## src/rtl/core/smf_pkg.sv

```systemverilog
// smf_pkg: shared types and constants of the set median finder
// no dependencies; imported by every module of the block

package smf_pkg;

  // capacity of the sorting chain, one value per cell
  localparam int unsigned SMF_MAX_ELEMENTS = 64;
  // element count holds 0 .. SMF_MAX_ELEMENTS
  localparam int unsigned SMF_CNT_W = $clog2(SMF_MAX_ELEMENTS + 1);
  // shift count holds 0 .. (SMF_MAX_ELEMENTS - 1) / 2
  localparam int unsigned SMF_SH_W = (SMF_CNT_W > 1) ? SMF_CNT_W - 1 : 1;
  localparam int unsigned SMF_DATA_W = 32;

  // result status codes
  typedef enum logic [1:0] {
    SMF_ST_OK      = 2'd0,
    SMF_ST_EMPTY   = 2'd1,
    SMF_ST_DROPPED = 2'd2
  } smf_status_e;

  // input request
  typedef struct packed {
    logic signed [SMF_DATA_W-1:0] value;
    logic                         last;
  } smf_in_t;

  // result
  typedef struct packed {
    logic signed [SMF_DATA_W-1:0] median_value;
    smf_status_e                  status;
  } smf_out_t;

  // control broadcast to every cell of the chain
  typedef struct packed {
    logic                         insert;
    logic                         shift;
    logic signed [SMF_DATA_W-1:0] value;
  } smf_cell_ctrl_t;

endpackage

```

## src/rtl/core/smf_cell.sv

```systemverilog
// smf_cell: one cell of the insertion sorting chain
// depends on smf_pkg; instantiated in a row by set_median_finder

module smf_cell
  import smf_pkg::*;
(
  input  logic                         clk_i,
  input  smf_cell_ctrl_t               ctrl_i,
  input  logic                         occ_i,
  input  logic                         prev_occ_i,
  input  logic                         prev_gt_i,
  input  logic signed [SMF_DATA_W-1:0] prev_data_i,
  input  logic signed [SMF_DATA_W-1:0] next_data_i,
  output logic                         gt_o,
  output logic signed [SMF_DATA_W-1:0] data_o
);

  logic signed [SMF_DATA_W-1:0] data_q, data_d;
  logic                         tail;

  // held value is larger than the incoming one, so it moves up
  assign gt_o = occ_i && (data_q > ctrl_i.value);
  // first free cell of the chain
  assign tail = prev_occ_i && !occ_i;

  // insert: take the lower neighbour's value, the new value, or keep
  // shift: move one place towards cell zero
  always_comb begin
    data_d = data_q;
    if (ctrl_i.insert) begin
      if (prev_gt_i) begin
        data_d = prev_data_i;
      end else if (gt_o || tail) begin
        data_d = ctrl_i.value;
      end
    end else if (ctrl_i.shift) begin
      data_d = next_data_i;
    end
  end

  always_ff @(posedge clk_i) begin
    data_q <= data_d;
  end

  assign data_o = data_q;

endmodule

```

## config.mk

```make
export PLATFORM = sky130hd
export DESIGN_NAME = smf_cell
export DESIGN_NICKNAME = d
export VERILOG_FILES = /design/src/rtl/core/smf_pkg.sv /design/src/rtl/core/smf_cell.sv
export SDC_FILE = /design/constraint.sdc
export NUM_CORES = 1
export LEC_CHECK = 0
export BUFFER_PORTS_ARGS = -buffer_cell sky130_fd_sc_hd__buf_4
export CAP_MARGIN = 20
export CORE_MARGIN = 5
export CORE_UTILIZATION = 35
export CTS_CLUSTER_DIAMETER = 100
export DETAILED_ROUTE_END_ITERATION = 12
export PLACE_DENSITY = 0.65
export SLEW_MARGIN = 10
export SYNTH_ARGS = -nofsm -noshare
export SYNTH_HDL_FRONTEND = slang
export SYNTH_SLANG_ARGS = --single-unit
```

## constraint.sdc

```tcl
create_clock -name clk_i -period 4.68 [get_ports clk_i]
set_clock_uncertainty 0.05 [all_clocks]
set_input_delay 0 -clock clk_i [delete_from_list [all_inputs] [get_ports clk_i]]
set_output_delay 0 -clock clk_i [all_outputs]
set_load 0.02 [all_outputs]
```

# Word-level counts from Yosys, hierarchy flattened
# Index checks and enable logic that the tools add are counted.
dict set report totals {
  ff_bits 32
  in_bits 102
  out_inout_bits 33
  word_cells 13
}
dict set report op_classes {
  magnitude_cmp 1
  n_eq_ne 1
  n_mux 4
  n_reduce_logical 6
}
# op count
set op_table {}
lappend op_table {{two-way mux 32 bit} 4}
lappend op_table {{> comparator 32 bit} 1}
lappend op_table {{!= test 3 x 1 -> 1 bit (second input constant)} 1}
lappend op_table {{logical AND 1 bit} 2}
lappend op_table {{AND reduction 2 bit} 1}
lappend op_table {{nonzero test 2 bit} 1}
lappend op_table {{zero test 1 bit} 1}
lappend op_table {{logical OR 1 bit} 1}

# Logic depth before layout (Yosys ltp)
dict set report logic_depth {
  word_depth 6
  ltp_mapped 8
  depth_no_buf 8
}

# Worst setup path before layout
# No wires, ideal clock.
dict set report synth_path {
  kind {register to register}
  startpoint {register data_q[14] (netlist: data_o[14])}
  endpoint {register data_q[0] (netlist: data_o[0]), enable pin}
  setup_time_ns 0.441
  t_arrival_ns 3.803
  required_ns 4.189
  path_slack_ns 0.387
  path_stages_with_launch 8
  n_path_buf 0
  synth_period_minus_slack_ns 4.293
  cell_sequence {edfxtp_1 -> ha_1 -> nand4_1 -> nor2_1 -> a221o_1 -> o31a_1 -> or3_1 -> a31oi_1}
}
dict set report synth_via {
  elab_chain_cells 5
}
# element line_no
set synth_rtl {}
lappend synth_rtl {{start: declaration} smf_cell.sv:18} ;# logic signed [SMF_DATA_W-1:0] data_q, data_d;
lappend synth_rtl {{start signal: assignment} smf_cell.sv:42} ;# data_q <= data_d;
lappend synth_rtl {{> comparator 32 bit} smf_cell.sv:22} ;# assign gt_o = occ_i && (data_q > ctrl_i.value);
lappend synth_rtl {{logical AND 1 bit} smf_cell.sv:22}
lappend synth_rtl {{logical OR 1 bit} smf_cell.sv:33} ;# end else if (gt_o || tail) begin
lappend synth_rtl {{!= test 3 x 1 -> 1 bit (no line)} -}
lappend synth_rtl {{AND reduction 2 bit (no line)} -}
# No other way between the ends.
# A chain may end at the register's enable or synchronous reset.

# Worst setup path after layout
dict set report layout_path {
  startpoint {register data_q[7] (netlist: data_o[7])}
  endpoint {register data_q[31] (netlist: data_o[31]), enable pin}
}
# Same word-level chain as after synthesis.

==> metrics.yaml <==
status: "completed"
first_pass_iters: 4
drtAntennaViolNets: 0
layout_common_cells: "buf_4, a21oi_1, nor2_1"
syn2layout_area_growth_pct: 52.9
cap_violations: 0
layout_min_cycle_time_ns: 3.15
dieArea_sq_um: 8770
grt.overflow.total: 0
post_drt_via_cell_ratio: 4.75
fin_nets: 537
diodes: 0
setup_tns_ns: 0
fin_ws_ns: 1.53
n_fill_cell: 608
portBuffers: 134
max-clock-path-buffers: 2
grt_pass1_vias: 2333
startpoint_type: "register"
final-setup-viol-count: 0
core_sq_um: 6790
postSynthAreaPerCell_sq_um: 9.35
rsz0062_at_grt: "no"
grt_pass1_wl_mm: 10.7
grt_usage: 0.155
largest_register_ffs: 32
required_ns: 4.62
tightest_slew_ns: 0.607
final_hold_viol_count: 0
arrival_ns: 3.09
place_congestion: 0.775
dp_hpwl_mm: 5.72
cts.sinks: 32
cp_max_fo: 19
drc_errors: 0
final_common_cell: "buf_4"
yosysWarnings: 0
maxClockFrequency_mhz: 318
leakagePower_nw: 1.86
synthCells: 262
final_area_sq_um: 3740
cp_slowest_cell: "a31oi_4"
die_x_um: 93.6
final_util: 0.551
antenna_found_initial: 0
slew_headroom: 0.595
syn_area_sq_um: 2450
yosysSeqAreaShare: 0.392
power_mw: 0.887
multi_input_area_sq_um: 1330
grt_max_degree: 67
seq_area_sq_um: 961
cp_top_family: "compound AO/OA/AOI/OAI gates"
cts_tree: "built"
core.rowCount: 30
cts-root-buf: "clkbuf_8"
wire_per_inst_um: 14.1
power.density_nw_per_um2: 237
placed_area_sq_um: 3550
clkTransAtPathRegs_ns: 0.06
setup.worst_path.class: "reg -> reg"
ir_drop_v: 0.000104
io-pin-count: 135
regToRegSetupSlack_ns: 1.53
crit_path_end_kind: "register"
cts.htree.levels: 2
hp-class: "in -> reg"
synth_cell_types: 24
path_cells: "ha_1 > a21oi_1 > o21ai_0 > a221o_1 > o31a_1 > or3_1 > a31oi_4 > buf_16"
vias: 2361
timing.final.crit_share: 0.672
cts-buffers-inserted: 5
wl_mm: 7.00
drive_above_1_share: 0.354
syn-num-nets: 396
drtIter0Drc: 67
crit_buf_inv: 1
synth-seq-cells: 32
slew_violations: 0
dp_slack_ns: 1.29
clock_latency_ns: 0.28
max_stage_delay_ns: 0.53
die_h_um: 93.6
post-cts-setup-buffer-count: 0
start_util: 0.360
[synth_stat cells, drive strengths merged]
library cell / count / area [sq um]
nor2b: 1 / 6.26
nor4: 1 / 6.26
nand2: 8 / 30.0
a21oi: 45 / 229
or3: 1 / 6.26
ha: 32 / 400
nand4: 8 / 50.1
clkbuf: 8 / 30.0
buf: 3 / 11.3
edfxtp: 32 / 961
nor2: 37 / 139
a2111oi: 1 / 8.76
o211ai: 3 / 22.5
nor3: 1 / 5.00
a221o: 1 / 10.0
mux2i: 32 / 320
a31oi: 2 / 12.5
o21ai: 3 / 15.0
inv: 35 / 131
nand3: 3 / 15.0
a211oi: 3 / 22.5
o31a: 1 / 8.76
a21o: 1 / 7.51
[cell type report]
cell class                      count  area share
Tap cell                           96      0.0321
Timing Repair Buffer              145       0.303
Clock buffer                        5      0.0184
Multi-Input combinational cell    184       0.355
Inverter                           35      0.0351
Sequential cell                    32       0.257
[worst reg2reg max path, cell delays in order (launching register included)]
cell and delay [ns]:
edfxtp_1 0.40, ha_1 0.33, a21oi_1 0.16, o21ai_0 0.13
a221o_1 0.31, o31a_1 0.30, or3_1 0.41, a31oi_4 0.53
buf_16 0.23
[where the power goes]
group / total, mW / internal [mW] / switching (mW)
Clock: 0.188 / 0.0956 / 0.0925
Sequential: 0.371 / 0.355 / 0.0161
Combinational: 0.328 / 0.164 / 0.164
Total: 0.887 / 0.615 / 0.273
[kinds of logic (layout without fill, tap and decap cells)]
| family | Yosys count | in the layout | synth area share |
|---|---|---|---|
| AOI/OAI and AO/OA | 60 | 60 | 0.137 |
| and+or+nand+nor | 60 | 60 | 0.105 |
| buffers and inverters | 46 | 185 | 0.0705 |
| adders and majority gates | 32 | 32 | 0.164 |
| muxes | 32 | 32 | 0.131 |
| DFF | 32 | 32 | 0.392 |
[per-stage QoR]
stage               hold WS, ns  cells
floorplan                 0.176    262
global placement          0.277    481
detailed placement        0.276    481
CTS                     0.00102    496
global route            0.00669    497
finish                  0.00358    497
[layer usage]
| layer | up-vias | wire, um | share of wire | track usage |
|---|---|---|---|---|
| met2 | 78 | 3490 | 0.50 | 0.264 |
| met3 | 6 | 492 | 0.070 | 0.0418 |
| met5 | - | 0 | 0 | 0 |
| li1 | 1225 | - | - | - |
| met4 | 0 | 68 | 0.0097 | 0.0445 |
| met1 | 1052 | 2950 | 0.42 | 0.191 |
[final timing paths]
check                       start  depth (start not counted)          to
setup / recovery        data_o[7]                          8  data_o[31]
setup reg to reg        data_o[7]                          8  data_o[31]
hold reg to reg        data_o[31]                          5   data_o[7]
hold / removal    next_data_i[10]                          3  data_o[10]
[what timing repair did]
item / CTS / global route
gates resized for setup: 0 / 0
hold buffers: 10 / 0
endpoints found under the hold margin: 10 / 0
(Power assumes the default switching activity.)
